--- config.mk ---
export PLATFORM = sky130hd
export DESIGN_NAME = format_string_number_printer_unit
export DESIGN_NICKNAME = d
export VERILOG_FILES = /design/src/rtl/fsnp_pkg.sv /design/src/rtl/fsnp_ctrl.sv /design/src/rtl/fsnp_dp.sv /design/src/rtl/format_string_number_printer_unit.sv
export SDC_FILE = /design/constraint.sdc
export NUM_CORES = 1
export LEC_CHECK = 0
export ABC_AREA = 1
export BUFFER_PORTS_ARGS = -buffer_cell sky130_fd_sc_hd__buf_2
export CORE_MARGIN = 1.5
export CORE_UTILIZATION = 50
export CTS_BUF_LIST = sky130_fd_sc_hd__clkbuf_8 sky130_fd_sc_hd__clkbuf_16
export DETAILED_ROUTE_END_ITERATION = 6
export HOLD_SLACK_MARGIN = 0.1
export PLACE_DENSITY = 0.7
export SYNTH_ARGS = -nofsm -noshare
export SYNTH_HDL_FRONTEND = slang
export SYNTH_SLANG_ARGS = --single-unit
--- constraint.sdc ---
create_clock -name clk -period 5.1 [get_ports clk]
set_clock_uncertainty 0.1 [all_clocks]
set_input_delay 1.275 -clock clk [delete_from_list [all_inputs] [get_ports clk]]
set_output_delay 1.275 -clock clk [all_outputs]
set_load 0.005 [all_outputs]
--- src/rtl/fsnp_pkg.sv ---
// ----------------------------------------------------------------------------
// fsnp_pkg: shared types and constants of the bounded format printer.
// Holds operation codes, character constants, parse modes, controller states
// and the command and status structures between controller and datapath.
// ----------------------------------------------------------------------------
package fsnp_pkg;

  // Default sizes.
  localparam int DIGIT_SLOTS_DEF = 22;
  localparam int COUNT_WIDTH_DEF = 24;

  // Fixed field widths.
  localparam int CAP_W = 16;
  localparam int TL_W  = 24;
  localparam int ARG_W = 64;
  localparam logic [TL_W-1:0] TL_MAX = 24'hFFFFFF;

  // Input operation codes.
  localparam logic [2:0] OP_FMT  = 3'd0;
  localparam logic [2:0] OP_ARG  = 3'd1;
  localparam logic [2:0] OP_STR  = 3'd2;
  localparam logic [2:0] OP_SEND = 3'd3;
  localparam logic [2:0] OP_FEND = 3'd4;

  // Conversion width codes.
  localparam logic [1:0] WC_16 = 2'd0;
  localparam logic [1:0] WC_32 = 2'd1;
  localparam logic [1:0] WC_64 = 2'd2;

  // Characters of the format language.
  localparam logic [7:0] CH_PCT   = 8'h25;
  localparam logic [7:0] CH_C     = 8'h63;
  localparam logic [7:0] CH_S     = 8'h73;
  localparam logic [7:0] CH_D     = 8'h64;
  localparam logic [7:0] CH_I     = 8'h69;
  localparam logic [7:0] CH_X     = 8'h78;
  localparam logic [7:0] CH_O     = 8'h6f;
  localparam logic [7:0] CH_H     = 8'h68;
  localparam logic [7:0] CH_L     = 8'h6c;
  localparam logic [7:0] CH_MINUS = 8'h2d;
  localparam logic [7:0] CH_NUL   = 8'h00;

  typedef enum logic [2:0] {
    M_LIT, M_PCT, M_H, M_L, M_LL, M_ARG, M_STR
  } mode_t;

  typedef enum logic [1:0] {
    B_DEC, B_HEX, B_OCT, B_CHR
  } base_t;

  typedef struct packed {
    logic       sgn;
    logic [1:0] wc;
    base_t      base;
  } pend_t;

  // Where the character of one emit comes from.
  typedef enum logic [2:0] {
    CS_BYTE, CS_ARG, CS_H, CS_L, CS_PCT, CS_MINUS, CS_DIGIT, CS_TERM
  } char_src_t;

  typedef enum logic [2:0] {
    S_IDLE, S_DECODE, S_QUEUE, S_PREP, S_DABBLE, S_SPLIT, S_DIGITS, S_TERM
  } state_t;

  typedef struct packed {
    logic      take;
    logic      emit;
    char_src_t src;
    logic      final_emit;
    logic      term_follows;
    logic      num_load;
    logic      dabble;
    logic      split;
    pend_t     pend;
  } cmd_t;

  typedef struct packed {
    logic [2:0] op;
    logic [7:0] byte_val;
    logic       arg_neg;
    logic       out_free;
    logic       dab_last;
    logic       split_last;
    logic       dig_last;
  } stat_t;

  // Lowercase hex digit character.
  function automatic logic [7:0] digit_char(input logic [3:0] d);
    return (d < 4'd10) ? (8'h30 + {4'h0, d}) : (8'h57 + {4'h0, d});
  endfunction

endpackage

--- src/rtl/fsnp_ctrl.sv ---
// ----------------------------------------------------------------------------
// fsnp_ctrl: format parser and sequencer.
// Tracks the parse mode and pending conversion, decodes each item into a short
// list of characters, and steps the datapath through digit generation.
// ----------------------------------------------------------------------------
module fsnp_ctrl import fsnp_pkg::*; (
  input  logic  clk,
  input  logic  rst_n,
  input  logic  in_valid,
  output logic  in_stall,
  input  stat_t stat,
  output cmd_t  cmd
);

  state_t    state_r, state_nxt;
  mode_t     mode_r, mode_nxt;
  pend_t     pend_r, pend_nxt;
  char_src_t src_r [3];
  char_src_t src_nxt [3];
  logic [1:0] qn_r, qn_nxt;
  logic [1:0] idx_r, idx_nxt;
  logic      num_r, num_nxt;
  logic      term_r, term_nxt;
  logic      queue_end;

  assign queue_end = (idx_r == (qn_r - 2'd1));

  // Decode of the latched item against the parse mode.
  always_comb begin
    logic [7:0] b;
    logic       conv;
    pend_t      cp;
    b    = stat.byte_val;
    conv = (b == CH_D) || (b == CH_I) || (b == CH_X) || (b == CH_O);
    cp.sgn  = (b == CH_D) || (b == CH_I);
    cp.wc   = WC_32;
    cp.base = (b == CH_X) ? B_HEX : ((b == CH_O) ? B_OCT : B_DEC);
    mode_nxt = mode_r;
    pend_nxt = pend_r;
    src_nxt[0] = CS_BYTE;
    src_nxt[1] = CS_BYTE;
    src_nxt[2] = CS_BYTE;
    qn_nxt   = 2'd0;
    num_nxt  = 1'b0;
    term_nxt = 1'b0;
    if (state_r != S_DECODE) begin
      src_nxt  = src_r;
      qn_nxt   = qn_r;
      num_nxt  = num_r;
      term_nxt = term_r;
    end else begin
      case (stat.op)
        OP_FMT: begin
          case (mode_r)
            M_LIT: begin
              if (b == CH_PCT) mode_nxt = M_PCT;
              else begin
                src_nxt[0] = CS_BYTE;
                qn_nxt = 2'd1;
              end
            end
            M_PCT: begin
              mode_nxt = M_LIT;
              if (b == CH_C) begin
                pend_nxt = '{sgn: 1'b0, wc: WC_32, base: B_CHR};
                mode_nxt = M_ARG;
              end else if (b == CH_S) begin
                mode_nxt = M_STR;
              end else if (b == CH_PCT) begin
                src_nxt[0] = CS_PCT;
                qn_nxt = 2'd1;
              end else if (b == CH_H) begin
                mode_nxt = M_H;
              end else if (b == CH_L) begin
                mode_nxt = M_L;
              end else if (conv) begin
                pend_nxt = cp;
                mode_nxt = M_ARG;
              end
            end
            M_H, M_L, M_LL: begin
              if (mode_r == M_L && b == CH_L) begin
                mode_nxt = M_LL;
              end else if (conv) begin
                pend_nxt = cp;
                pend_nxt.wc = (mode_r == M_H) ? WC_16 : WC_64;
                mode_nxt = M_ARG;
              end else begin
                // Dangling modifier: print the letters, then the byte as a literal.
                mode_nxt = M_LIT;
                src_nxt[0] = (mode_r == M_H) ? CS_H : CS_L;
                qn_nxt = 2'd1;
                if (mode_r == M_LL) begin
                  src_nxt[1] = CS_L;
                  qn_nxt = 2'd2;
                end
                if (b == CH_PCT) mode_nxt = M_PCT;
                else begin
                  src_nxt[qn_nxt] = CS_BYTE;
                  qn_nxt = qn_nxt + 2'd1;
                end
              end
            end
            default: begin
            end
          endcase
        end
        OP_ARG: begin
          if (mode_r == M_ARG) begin
            mode_nxt = M_LIT;
            if (pend_r.base == B_CHR) begin
              src_nxt[0] = CS_ARG;
              qn_nxt = 2'd1;
            end else begin
              num_nxt = 1'b1;
              if (stat.arg_neg) begin
                src_nxt[0] = CS_MINUS;
                qn_nxt = 2'd1;
              end
            end
          end
        end
        OP_STR: begin
          if (mode_r == M_STR) begin
            src_nxt[0] = CS_BYTE;
            qn_nxt = 2'd1;
          end
        end
        OP_SEND: begin
          if (mode_r == M_STR) mode_nxt = M_LIT;
        end
        OP_FEND: begin
          // Flush dangling modifiers, then write the terminator.
          if (mode_r == M_H) begin
            src_nxt[0] = CS_H;
            qn_nxt = 2'd1;
          end else if (mode_r == M_L) begin
            src_nxt[0] = CS_L;
            qn_nxt = 2'd1;
          end else if (mode_r == M_LL) begin
            src_nxt[0] = CS_L;
            src_nxt[1] = CS_L;
            qn_nxt = 2'd2;
          end
          term_nxt = 1'b1;
          mode_nxt = M_LIT;
          pend_nxt = '{sgn: 1'b0, wc: WC_16, base: B_DEC};
        end
        default: begin
        end
      endcase
    end
  end

  // Queue index.
  always_comb begin
    idx_nxt = idx_r;
    if (state_r == S_DECODE) idx_nxt = 2'd0;
    else if (state_r == S_QUEUE && stat.out_free) idx_nxt = idx_r + 2'd1;
  end

  // Next state.
  always_comb begin
    state_nxt = state_r;
    unique case (state_r)
      S_IDLE:   if (in_valid) state_nxt = S_DECODE;
      S_DECODE: begin
        if (qn_nxt != 2'd0) state_nxt = S_QUEUE;
        else if (num_nxt)   state_nxt = S_PREP;
        else if (term_nxt)  state_nxt = S_TERM;
        else                state_nxt = S_IDLE;
      end
      S_QUEUE: begin
        if (stat.out_free && queue_end) begin
          if (num_r)       state_nxt = S_PREP;
          else if (term_r) state_nxt = S_TERM;
          else             state_nxt = S_IDLE;
        end
      end
      S_PREP:   state_nxt = (pend_r.base == B_DEC) ? S_DABBLE : S_SPLIT;
      S_DABBLE: if (stat.dab_last) state_nxt = S_SPLIT;
      S_SPLIT:  if (stat.split_last) state_nxt = S_DIGITS;
      S_DIGITS: if (stat.out_free && stat.dig_last) state_nxt = S_IDLE;
      S_TERM:   if (stat.out_free) state_nxt = S_IDLE;
      default:  state_nxt = S_IDLE;
    endcase
  end

  // Commands to the datapath.
  always_comb begin
    cmd = '0;
    cmd.pend = pend_r;
    cmd.src  = CS_BYTE;
    in_stall = (state_r != S_IDLE);
    unique case (state_r)
      S_IDLE: cmd.take = in_valid;
      S_QUEUE: begin
        cmd.emit         = stat.out_free;
        cmd.src          = src_r[idx_r];
        cmd.final_emit   = queue_end && !num_r && !term_r;
        cmd.term_follows = term_r;
      end
      S_PREP:   cmd.num_load = 1'b1;
      S_DABBLE: cmd.dabble = 1'b1;
      S_SPLIT:  cmd.split = 1'b1;
      S_DIGITS: begin
        cmd.emit       = stat.out_free;
        cmd.src        = CS_DIGIT;
        cmd.final_emit = stat.dig_last;
      end
      S_TERM: begin
        cmd.emit         = stat.out_free;
        cmd.src          = CS_TERM;
        cmd.final_emit   = 1'b1;
        cmd.term_follows = 1'b1;
      end
      default: begin
      end
    endcase
  end

  // State registers.
  always_ff @(posedge clk) begin
    if (!rst_n) begin
      state_r <= S_IDLE;
      mode_r  <= M_LIT;
      pend_r  <= '{sgn: 1'b0, wc: WC_16, base: B_DEC};
      qn_r    <= 2'd0;
      idx_r   <= 2'd0;
      num_r   <= 1'b0;
      term_r  <= 1'b0;
    end else begin
      state_r <= state_nxt;
      mode_r  <= mode_nxt;
      pend_r  <= pend_nxt;
      qn_r    <= qn_nxt;
      idx_r   <= idx_nxt;
      num_r   <= num_nxt;
      term_r  <= term_nxt;
    end
  end

  always_ff @(posedge clk) begin
    src_r <= src_nxt;
  end

  // An emit is only issued when the output register can take it.
  a_emit_free: assert property (@(posedge clk) disable iff (!rst_n)
    cmd.emit |-> stat.out_free) else $error("emit while output register busy");

  // Decoding always follows an accepted item.
  a_decode_after_take: assert property (@(posedge clk) disable iff (!rst_n)
    (state_r == S_DECODE) |-> $past(in_valid && !in_stall))
    else $error("decode without accepted item");

endmodule

--- src/rtl/fsnp_dp.sv ---
// ----------------------------------------------------------------------------
// fsnp_dp: datapath of the bounded format printer.
// Holds the capacity register, the latched item, the binary-to-BCD converter,
// the digit buffer, the position and length counters and the output register.
// ----------------------------------------------------------------------------
module fsnp_dp import fsnp_pkg::*; #(
  parameter int DIGIT_SLOTS = DIGIT_SLOTS_DEF,
  parameter int COUNT_WIDTH = COUNT_WIDTH_DEF
) (
  input  logic              clk,
  input  logic              rst_n,
  input  logic              cfg_wr_en,
  input  logic [CAP_W-1:0]  cfg_wr_data,
  input  logic [2:0]        in_operation,
  input  logic [7:0]        in_byte_value,
  input  logic [ARG_W-1:0]  in_arg_value,
  input  logic              out_stall,
  output logic              out_valid,
  output logic [7:0]        out_char,
  output logic [CAP_W-1:0]  out_position,
  output logic              out_is_terminator,
  output logic [TL_W-1:0]   out_total_length,
  output logic              out_last,
  input  cmd_t              cmd,
  output stat_t             stat
);

  localparam int SPLIT_W = DIGIT_SLOTS * 4;
  localparam int N_W     = $clog2(DIGIT_SLOTS + 1);
  localparam int IDX_W   = $clog2(DIGIT_SLOTS);
  localparam int DAB_W   = $clog2(ARG_W);

  logic [CAP_W-1:0]       cap_r;
  logic [2:0]             op_r;
  logic [7:0]             byte_r;
  logic [ARG_W-1:0]       arg_r;
  logic [ARG_W-1:0]       wv_r, wv_nxt;
  logic [SPLIT_W-1:0]     sr_r, sr_nxt;
  logic [DAB_W-1:0]       dab_r, dab_nxt;
  logic [N_W-1:0]         n_r, n_nxt;
  logic [3:0]             dig_r [DIGIT_SLOTS];
  logic [CAP_W-1:0]       wp_r, wp_nxt;
  logic [COUNT_WIDTH-1:0] ct_r, ct_nxt;
  logic                   ov_r, ov_nxt;
  logic [7:0]             och_r, och_nxt;
  logic [CAP_W-1:0]       opos_r, opos_nxt;
  logic                   oterm_r, oterm_nxt;
  logic [TL_W-1:0]        otl_r, otl_nxt;
  logic                   olast_r, olast_nxt;

  logic [ARG_W-1:0]       mask, nar, mag;
  logic                   sign_bit, neg;
  logic [SPLIT_W-1:0]     adj, sr_sh;
  logic [3:0]             split_digit;
  logic [IDX_W-1:0]       nm1;
  logic [CAP_W-1:0]       limit;
  logic [COUNT_WIDTH-1:0] ct_inc;
  logic [7:0]             ch;
  logic                   out_free;

  function automatic logic [TL_W-1:0] clip_tl(input logic [COUNT_WIDTH-1:0] c);
    logic [32:0] e;
    e = 33'(c);
    return (e > 33'(TL_MAX)) ? TL_MAX : e[TL_W-1:0];
  endfunction

  // Narrow the argument to the conversion width and take its magnitude.
  always_comb begin
    case (cmd.pend.wc)
      WC_16: begin
        mask = {{(ARG_W-16){1'b0}}, 16'hFFFF};
        sign_bit = arg_r[15];
      end
      WC_32: begin
        mask = {{(ARG_W-32){1'b0}}, 32'hFFFF_FFFF};
        sign_bit = arg_r[31];
      end
      default: begin
        mask = '1;
        sign_bit = arg_r[ARG_W-1];
      end
    endcase
    nar = arg_r & mask;
    neg = cmd.pend.sgn && sign_bit;
    mag = neg ? ((~nar + 64'd1) & mask) : nar;
  end

  // Add-three correction of every BCD digit before the shift.
  always_comb begin
    logic [3:0] d;
    adj = sr_r;
    for (int i = 0; i < DIGIT_SLOTS; i++) begin
      d = sr_r[4*i +: 4];
      adj[4*i +: 4] = (d >= 4'd5) ? (d + 4'd3) : d;
    end
  end

  // One digit per cycle off the low end.
  assign split_digit = (cmd.pend.base == B_OCT) ? {1'b0, sr_r[2:0]} : sr_r[3:0];
  assign sr_sh       = (cmd.pend.base == B_OCT) ? (sr_r >> 3) : (sr_r >> 4);
  assign nm1         = IDX_W'(n_r - N_W'(1));

  // Digit generation datapath.
  always_comb begin
    wv_nxt  = wv_r;
    sr_nxt  = sr_r;
    dab_nxt = dab_r;
    n_nxt   = n_r;
    if (cmd.num_load) begin
      wv_nxt  = mag;
      sr_nxt  = (cmd.pend.base == B_DEC) ? '0 : {{(SPLIT_W-ARG_W){1'b0}}, mag};
      dab_nxt = '0;
      n_nxt   = '0;
    end else if (cmd.dabble) begin
      sr_nxt  = {adj[SPLIT_W-2:0], wv_r[ARG_W-1]};
      wv_nxt  = wv_r << 1;
      dab_nxt = dab_r + DAB_W'(1);
    end else if (cmd.split) begin
      sr_nxt = sr_sh;
      n_nxt  = n_r + N_W'(1);
    end else if (cmd.emit && cmd.src == CS_DIGIT) begin
      n_nxt = n_r - N_W'(1);
    end
  end

  // Character selection and limits.
  assign limit  = (cap_r == '0) ? '0 : (cap_r - 16'd1);
  assign ct_inc = (ct_r == '1) ? ct_r : (ct_r + COUNT_WIDTH'(1));

  always_comb begin
    case (cmd.src)
      CS_BYTE:  ch = byte_r;
      CS_ARG:   ch = arg_r[7:0];
      CS_H:     ch = CH_H;
      CS_L:     ch = CH_L;
      CS_PCT:   ch = CH_PCT;
      CS_MINUS: ch = CH_MINUS;
      CS_DIGIT: ch = digit_char(dig_r[nm1]);
      default:  ch = CH_NUL;
    endcase
  end

  assign out_free = !ov_r || !out_stall;

  // Counters and output register.
  always_comb begin
    wp_nxt    = wp_r;
    ct_nxt    = ct_r;
    ov_nxt    = ov_r && out_stall;
    och_nxt   = och_r;
    opos_nxt  = opos_r;
    oterm_nxt = oterm_r;
    otl_nxt   = otl_r;
    olast_nxt = olast_r;
    if (cmd.emit) begin
      if (cmd.src == CS_TERM) begin
        ov_nxt    = 1'b1;
        och_nxt   = CH_NUL;
        opos_nxt  = wp_r;
        oterm_nxt = 1'b1;
        otl_nxt   = clip_tl(ct_r);
        olast_nxt = 1'b1;
        wp_nxt    = '0;
        ct_nxt    = '0;
      end else begin
        ct_nxt = ct_inc;
        if (wp_r < limit) begin
          // Later characters all fall off the end once the buffer is full.
          ov_nxt    = 1'b1;
          och_nxt   = ch;
          opos_nxt  = wp_r;
          oterm_nxt = 1'b0;
          otl_nxt   = clip_tl(ct_inc);
          olast_nxt = cmd.final_emit ||
                      (!cmd.term_follows && ((wp_r + 16'd1) == limit));
          wp_nxt    = wp_r + 16'd1;
        end
      end
    end
  end

  always_ff @(posedge clk) begin
    if (!rst_n) begin
      cap_r <= '0;
      wp_r  <= '0;
      ct_r  <= '0;
      ov_r  <= 1'b0;
      wv_r  <= '0;
      dab_r <= '0;
      n_r   <= '0;
    end else begin
      if (cfg_wr_en) cap_r <= cfg_wr_data;
      wp_r  <= wp_nxt;
      ct_r  <= ct_nxt;
      ov_r  <= ov_nxt;
      wv_r  <= wv_nxt;
      dab_r <= dab_nxt;
      n_r   <= n_nxt;
    end
  end

  // Payload registers.
  always_ff @(posedge clk) begin
    if (cmd.take) begin
      op_r   <= in_operation;
      byte_r <= in_byte_value;
      arg_r  <= in_arg_value;
    end
    if (cmd.split) dig_r[n_r[IDX_W-1:0]] <= split_digit;
    sr_r    <= sr_nxt;
    och_r   <= och_nxt;
    opos_r  <= opos_nxt;
    oterm_r <= oterm_nxt;
    otl_r   <= otl_nxt;
    olast_r <= olast_nxt;
  end

  assign stat.op         = op_r;
  assign stat.byte_val   = byte_r;
  assign stat.arg_neg    = neg;
  assign stat.out_free   = out_free;
  assign stat.dab_last   = (dab_r == '1);
  assign stat.split_last = (sr_sh == '0) || (n_r == N_W'(DIGIT_SLOTS - 1));
  assign stat.dig_last   = (n_r == N_W'(1));

  assign out_valid         = ov_r;
  assign out_char          = och_r;
  assign out_position      = opos_r;
  assign out_is_terminator = oterm_r;
  assign out_total_length  = otl_r;
  assign out_last          = olast_r;

  // The terminator restarts position and length.
  a_term_clears: assert property (@(posedge clk) disable iff (!rst_n)
    (cmd.emit && cmd.src == CS_TERM) |=> (wp_r == '0 && ct_r == '0))
    else $error("counters not cleared after terminator");

  // The digit count never runs past the buffer.
  a_digit_bound: assert property (@(posedge clk) disable iff (!rst_n)
    n_r <= N_W'(DIGIT_SLOTS)) else $error("digit count out of range");

endmodule

--- src/rtl/format_string_number_printer_unit.sv ---
// ----------------------------------------------------------------------------
// format_string_number_printer_unit: bounded printf-subset formatter.
// Takes format bytes, arguments and string bytes one item at a time and
// produces the characters stored into the destination buffer.
// ----------------------------------------------------------------------------
// One item is handled at a time. An item is accepted, then decoded, then
// each produced character is emitted in turn. Hex and octal arguments add
// a setup step, then the value is split into digits and the digits are
// printed. Decimal arguments first pass through a shift-and-add BCD
// converter. The output register lets the next item be taken while the
// last character still waits on out_stall; any character waits for the
// output register to free up.
module format_string_number_printer_unit import fsnp_pkg::*; #(
  parameter int DIGIT_SLOTS = DIGIT_SLOTS_DEF,
  parameter int COUNT_WIDTH = COUNT_WIDTH_DEF
) (
  input  logic             clk,
  input  logic             rst_n,
  input  logic             cfg_wr_en,
  input  logic [CAP_W-1:0] cfg_wr_data,
  input  logic             in_valid,
  output logic             in_stall,
  input  logic [2:0]       in_operation,
  input  logic [7:0]       in_byte_value,
  input  logic [ARG_W-1:0] in_arg_value,
  output logic             out_valid,
  input  logic             out_stall,
  output logic [7:0]       out_char,
  output logic [CAP_W-1:0] out_position,
  output logic             out_is_terminator,
  output logic [TL_W-1:0]  out_total_length,
  output logic             out_last
);

  cmd_t  cmd;
  stat_t stat;

  // Parser and sequencer.
  fsnp_ctrl u_ctrl (
    .clk      (clk),
    .rst_n    (rst_n),
    .in_valid (in_valid),
    .in_stall (in_stall),
    .stat     (stat),
    .cmd      (cmd)
  );

  // Digit generation, counters and output register.
  fsnp_dp #(
    .DIGIT_SLOTS (DIGIT_SLOTS),
    .COUNT_WIDTH (COUNT_WIDTH)
  ) u_dp (
    .clk               (clk),
    .rst_n             (rst_n),
    .cfg_wr_en         (cfg_wr_en),
    .cfg_wr_data       (cfg_wr_data),
    .in_operation      (in_operation),
    .in_byte_value     (in_byte_value),
    .in_arg_value      (in_arg_value),
    .out_stall         (out_stall),
    .out_valid         (out_valid),
    .out_char          (out_char),
    .out_position      (out_position),
    .out_is_terminator (out_is_terminator),
    .out_total_length  (out_total_length),
    .out_last          (out_last),
    .cmd               (cmd),
    .stat              (stat)
  );

endmodule

== Yosys cells after proc, flatten, opt, wreduce, memory -nomap -nowiden ==
Memories as Yosys holds them, arrays and structs flattened.
Index checks and enable logic that the tools add are counted.
Cells by class
  mux-type cells: 159
  magnitude comparators: 27
  bitwise operators: 12
  eq/ne operators: 61
  add/sub/neg operators: 34
  reduce and logical (&&, ||, !) cells: 47
Operator list (number)
  88-bit 2-to-1 mux: 3
  64-bit 2-to-1 mux: 4
  64-bit bitwise AND: 2
  64-bit one-hot mux with 2 select lines: 1
  3-bit 2-to-1 mux: 41
  24-bit 2-to-1 mux: 4
  4-bit by 3-bit greater-or-equal comparator with 1-bit output, second input constant: 22
  88-bit zero test: 1
  4-bit 2-to-1 mux: 22
  85-bit 2-to-1 mux: 1
  4-bit by 2-bit adder with 4-bit output, second input constant: 21
  16-bit 2-to-1 mux: 5
  64-bit by 1-bit adder with 64-bit output, second input constant: 1
  8-bit by 7-bit == test with 1-bit output, second input constant: 8
  64-bit inverter: 1
  8-bit one-hot mux with 7 select lines: 1
  5-bit 2-to-1 mux: 11
  2-bit 2-to-1 mux: 20
  3-bit == test, second input constant: 12
  9-bit 2-to-1 mux: 3
  1-bit 2-to-1 mux: 25
  24-bit by 1-bit adder with 24-bit output, second input constant: 1
  24-bit == test, second input constant: 1
  3-bit by 2-bit == test with 1-bit output, second input constant: 8
  other kinds (63): 121
Storage, ports and cells
  memories kept: 1
  register bits: 371
  word-level logic and storage cells: 369
  output and inout port bits: 52
  bits in writable memories: 88
Memories
  u_dp.dig_r: depth 22, width 4, rd ports 1, clocked after memory_dff 0, wr ports 1, line fsnp_dp.sv:41  | logic [3:0] dig_r [DIGIT_SLOTS];

== Depth between registers and ports, before layout ==
  word-level depth: 21
  gate-level depth with buffers: 21
  mapped depth without buffers: 20

== By module ==
Synthesis repeated with hierarchy kept, for this count alone.
Unflattened totals
  cell total of the unflattened synthesis: 3480
  area total of the unflattened synthesis: 26900.8 um^2
By module, submodules not included
  fsnp_dp: cells an instance 3211, instances 1, area each 25222.9 um^2
  fsnp_ctrl: cells an instance 269, instances 1, area each 1677.9 um^2

== Worst setup path after synthesis ==
No wires, ideal clock.
  kind: in2reg
  start point: in in_valid
  end point: reg u_dp.arg_r[0], enable pin
  arrival: 4.435 ns
  stages: 2
  buffers on the path: 0
  path slack: 0.057 ns
  required time: 4.492 ns
  cell sequence: inv_1 > nor2_1
RTL lines
  start, declared: line format_string_number_printer_unit.sv:21  | input logic in_valid,
  end signal, assigned: line fsnp_dp.sv:207  | arg_r <= in_arg_value;
  end, declared: line fsnp_dp.sv:36  | logic [ARG_W-1:0] arg_r;

== Worst setup path in the final report ==
  start point: reg u_dp.cap_r[0]
  end point: reg u_dp.otl_r[15], in the netlist u_dp.out_total_length[15], enable pin
Between the ends
  word-level cells in the longest chain between the ends: 5
Ends and longest elaborated chain
  start, declared: line fsnp_dp.sv:33  | logic [CAP_W-1:0] cap_r;
  start signal, assigned: line fsnp_dp.sv:192  | if (cfg_wr_en) cap_r <= cfg_wr_data;
  16-bit by 1-bit subtractor with 16-bit output or 16-bit zero test (tied branches): line fsnp_dp.sv:127  | assign limit = (cap_r == '0) ? '0 : (cap_r - 16'd1);
  16-bit 2-to-1 mux *: line fsnp_dp.sv:127
  16-bit less-than comparator *: line fsnp_dp.sv:167  | if (wp_r < limit) begin
  2-bit nonzero test (no line) *
  2-bit AND reduction (no line) *
  end signal, assigned: line fsnp_dp.sv:214  | otl_r <= otl_nxt;
  end, declared: line fsnp_dp.sv:48  | logic [TL_W-1:0] otl_r, otl_nxt;
Mark *: on every way between the ends. The rest lies on a longest branch, timed or not.
A chain may end at the register's enable or synchronous reset.

==> impl_metrics.env <==
export IMPL_core_area_um2=51600
export IMPL_vias_per_cell=5.57
export IMPL_fp_dieW_um=232
export IMPL_fill_cells=4758
export IMPL_reg2reg_from="u_dp.cap_r[0]"
export IMPL_synth_nets=3561
export IMPL_max_slew_margin_pct=35.3
export IMPL_period_minus_slack_ns=4.35
export IMPL_grt_ovfl_total=0
export IMPL_leakage_nw=11.9
export IMPL_total_power_mw=8.56
export IMPL_yosys_warnings=0
export IMPL_avgSynthCellArea_um2=7.75
export IMPL_yosysSeqAreaShare_pct=46.2
export IMPL_met2WireLength_um=33400
export IMPL_clk_latency_ns=0.61
export IMPL_syn_to_final_growth_pct=11.9
export IMPL_port_buffers=147
export IMPL_dp_hpwl_um=49600
export IMPL_synth_area_leaders="edfxtp_1 (35%), dfxtp_1 (11%), nand2_1 (11%), o21ai_0 (7.3%), nor2_1 (6.2%)"
export IMPL_syn_area_um2=26300
export IMPL_min_path_type="reg -> reg"
export IMPL_final_cell_area_um2=29400
export IMPL_fmax_mhz=230
export IMPL_setup_slack_ns=0.752
export IMPL_gp_congestion=0.944
export IMPL_finalHoldViolations=0
export IMPL_cts_tree="built"
export IMPL_cts_root_buf="clkbuf_16"
export IMPL_ys_flop_type="edfxtp_1"
export IMPL_cts_resized=0
export IMPL_finalSetupTns_ns=0
export IMPL_critPathLaunchType="flip-flop"
export IMPL_hold_slack_ns=0.366
export IMPL_synth_most_common_cell="nand2_1"
export IMPL_grt_max_degree=97
export IMPL_synth_edf_count=305
export IMPL_drt_iter0_drc=1938
export IMPL_required_ns=5.34
export IMPL_outcome="completed"
export IMPL_clk_pin_slew_ns=0.06
export IMPL_grt_use_total_pct=26.0
export IMPL_cts_hold_buf=0
export IMPL_antenna_left=0
export IMPL_core_rowCount=83
export IMPL_min_from="u_dp.wv_r[50]"
export IMPL_layout_cells_non_filler=4205
export IMPL_utilization_pct=57.0
export IMPL_async_reset_ff_share_pct=0
export IMPL_maxCapViolCount=0
export IMPL_cts_setup_buffers=0
export IMPL_yosys_area_top_type_share_pct=34.8
export IMPL_clockBufferDepth=3
export IMPL_start_util_pct=51.0
export IMPL_syn_inst=3393
export IMPL_yosysUniqueCellTypes=55
export IMPL_wl_met3_um=4220
export IMPL_synth_seq_cells=454
export IMPL_io_pins=148
export IMPL_setup_violations_final=0
export IMPL_maxSlewViolCount=0
export IMPL_fin_crit_sh_pct=85.3
export IMPL_die_area_um2=54000
export IMPL_ir_drop_uv=299
export IMPL_cts_sinks=454
export IMPL_highest_layer="met4"
export IMPL_drc=0
export IMPL_antenna_diode_count=0
export IMPL_path_max_fanout=42
export IMPL_worstMarginPinSlew_ns=0.971
export IMPL_grt_first_pass_wirelength_um=113000
export IMPL_cts_buffers=50
export IMPL_num_nets_final=3651
export IMPL_drive_above_1_share_pct=9.30
export IMPL_cts_max_level=2
export IMPL_detail_route_wirelength_met1_um=30000
export IMPL_grt_pass1_vias=22000
export IMPL_dp_cells=4111
export IMPL_drt_wirelength_per_cell_um=16.8
export IMPL_drt_wl_total_um=70500
export IMPL_dr_pass1_iters=6
export IMPL_crit_path_start="u_dp.cap_r[0]"
export IMPL_end_kind="flip-flop"
export IMPL_yosysTopAreaCell="edfxtp_1"
export IMPL_antenna_found_initial=0
export IMPL_placed_cell_area_um2=27600
export IMPL_worstSetupPathType="reg -> reg"
export IMPL_rsz0062_at_grt="false"
export IMPL_powerDensity_nw_per_um2=291
export IMPL_synth_common_cells="nand2_1 (740), nor2_1 (437), o21ai_0 (384)"
export IMPL_dieHeight_um=232
export IMPL_routed_via_count=23400
export IMPL_worstPathArrival_ns=4.58
export IMPL_pre_cts_slack_ns=0.774
[per-layer routing]
metal / GRT usage (%) / vias to the layer above
li1: - / 11700
met1: 33.2 / 10800
met5: 0 / -
met2: 44.0 / 800
met4: 11.7 / 0
met3: 3.12 / 159
[kinds of logic after synthesis]
logic type / Yosys count / share of synthesized area (%)
flip-flops: 454 / 46.2
AND/OR/NAND/NOR: 1516 / 23.9
adder cells (fa/ha/maj): 72 / 3.42
buffers and inverters: 490 / 7.17
XOR/XNOR: 82 / 2.73
AO/OA/AOI/OAI: 779 / 16.6
[placed cells by master (no fill, tap or decap), drive strengths merged, types with 5 or more instances in the layout]
| master | netlist | routed |
|---|---|---|
| o221ai | 18 | 18 |
| clkbuf | 86 | 58 |
| xor2 | 73 | 73 |
| nor3 | 46 | 46 |
| nand2 | 745 | 745 |
| o21ai | 392 | 392 |
| a32o | 9 | 9 |
| nand4 | 38 | 38 |
| nor4 | 5 | 5 |
| ha | 72 | 72 |
| a21oi | 210 | 210 |
| bufinv | 0 | 8 |
| nor2 | 441 | 441 |
| inv | 350 | 363 |
| a31oi | 35 | 35 |
| a211oi | 10 | 10 |
| edfxtp | 305 | 305 |
| o211ai | 50 | 50 |
| clkinv | 2 | 14 |
| or2 | 26 | 26 |
| dfxtp | 149 | 149 |
| o22ai | 12 | 12 |
| a32oi | 13 | 13 |
| nand3b | 7 | 7 |
| and2 | 10 | 10 |
| buf | 52 | 176 |
| nand3 | 195 | 195 |
| xnor2 | 9 | 9 |
[worst paths after layout]
kind | endpoint | slack, ns | cells after the start
worst max register to register | u_dp.out_total_length[15] | 0.75 | 18
worst max-delay path | u_dp.out_total_length[15] | 0.75 | 18
worst min-delay path | u_dp.wv_r[50] | 0.37 | 2
worst min register to register | u_dp.wv_r[50] | 0.37 | 2
[report_power, final]
part / switching, mW / total [mW] / leakage [nW] / internal (mW)
combinational: 0.405 / 0.590 / 7.03 / 0.185
clock: 1.56 / 3.93 / 0.920 / 2.37
sequential: 0.0637 / 4.05 / 3.97 / 3.98
total: 2.03 / 8.56 / 11.9 / 6.54
[final cells by class]
type	instances	area, um^2	area share (%)
multi-input cells	2449	12300	41.9
flip-flops and latches	454	12100	41.3
clock buffers	58	1400	4.74
inverters	352	1330	4.50
repair buffers	176	978	3.32
well taps	680	851	2.89
clock inverters	36	412	1.40
[sequential cells by signal, summed over array words and instances, names as in the netlist, 16 cells and up]
signal and cells:
u_dp.wp_r 16, u_dp.sr_r 88, u_dp.arg_r 64, u_dp.cap_r 16, u_dp.ct_r 24, u_dp.dig_r 88, u_dp.out_position 16, u_dp.out_total_length 24
u_dp.wv_r 64
[critical path: stages (launching register included)]
cell,delay [ns]
dfxtp_1,0.33
inv_1,0.08
ha_1,0.23
nand3_1,0.17
nor2_1,0.10
nand2_1,0.35
inv_1,0.17
or2_2,0.34
ha_1,0.29
a21oi_1,0.06
o21ai_0,0.16
nand3_1,0.09
a21oi_1,0.15
o211ai_1,0.11
nand2_1,0.11
nand2_4,0.14
nand2_2,0.15
clkinv_2,0.51
buf_4,0.44
Power figures use the tool's default switching activity.
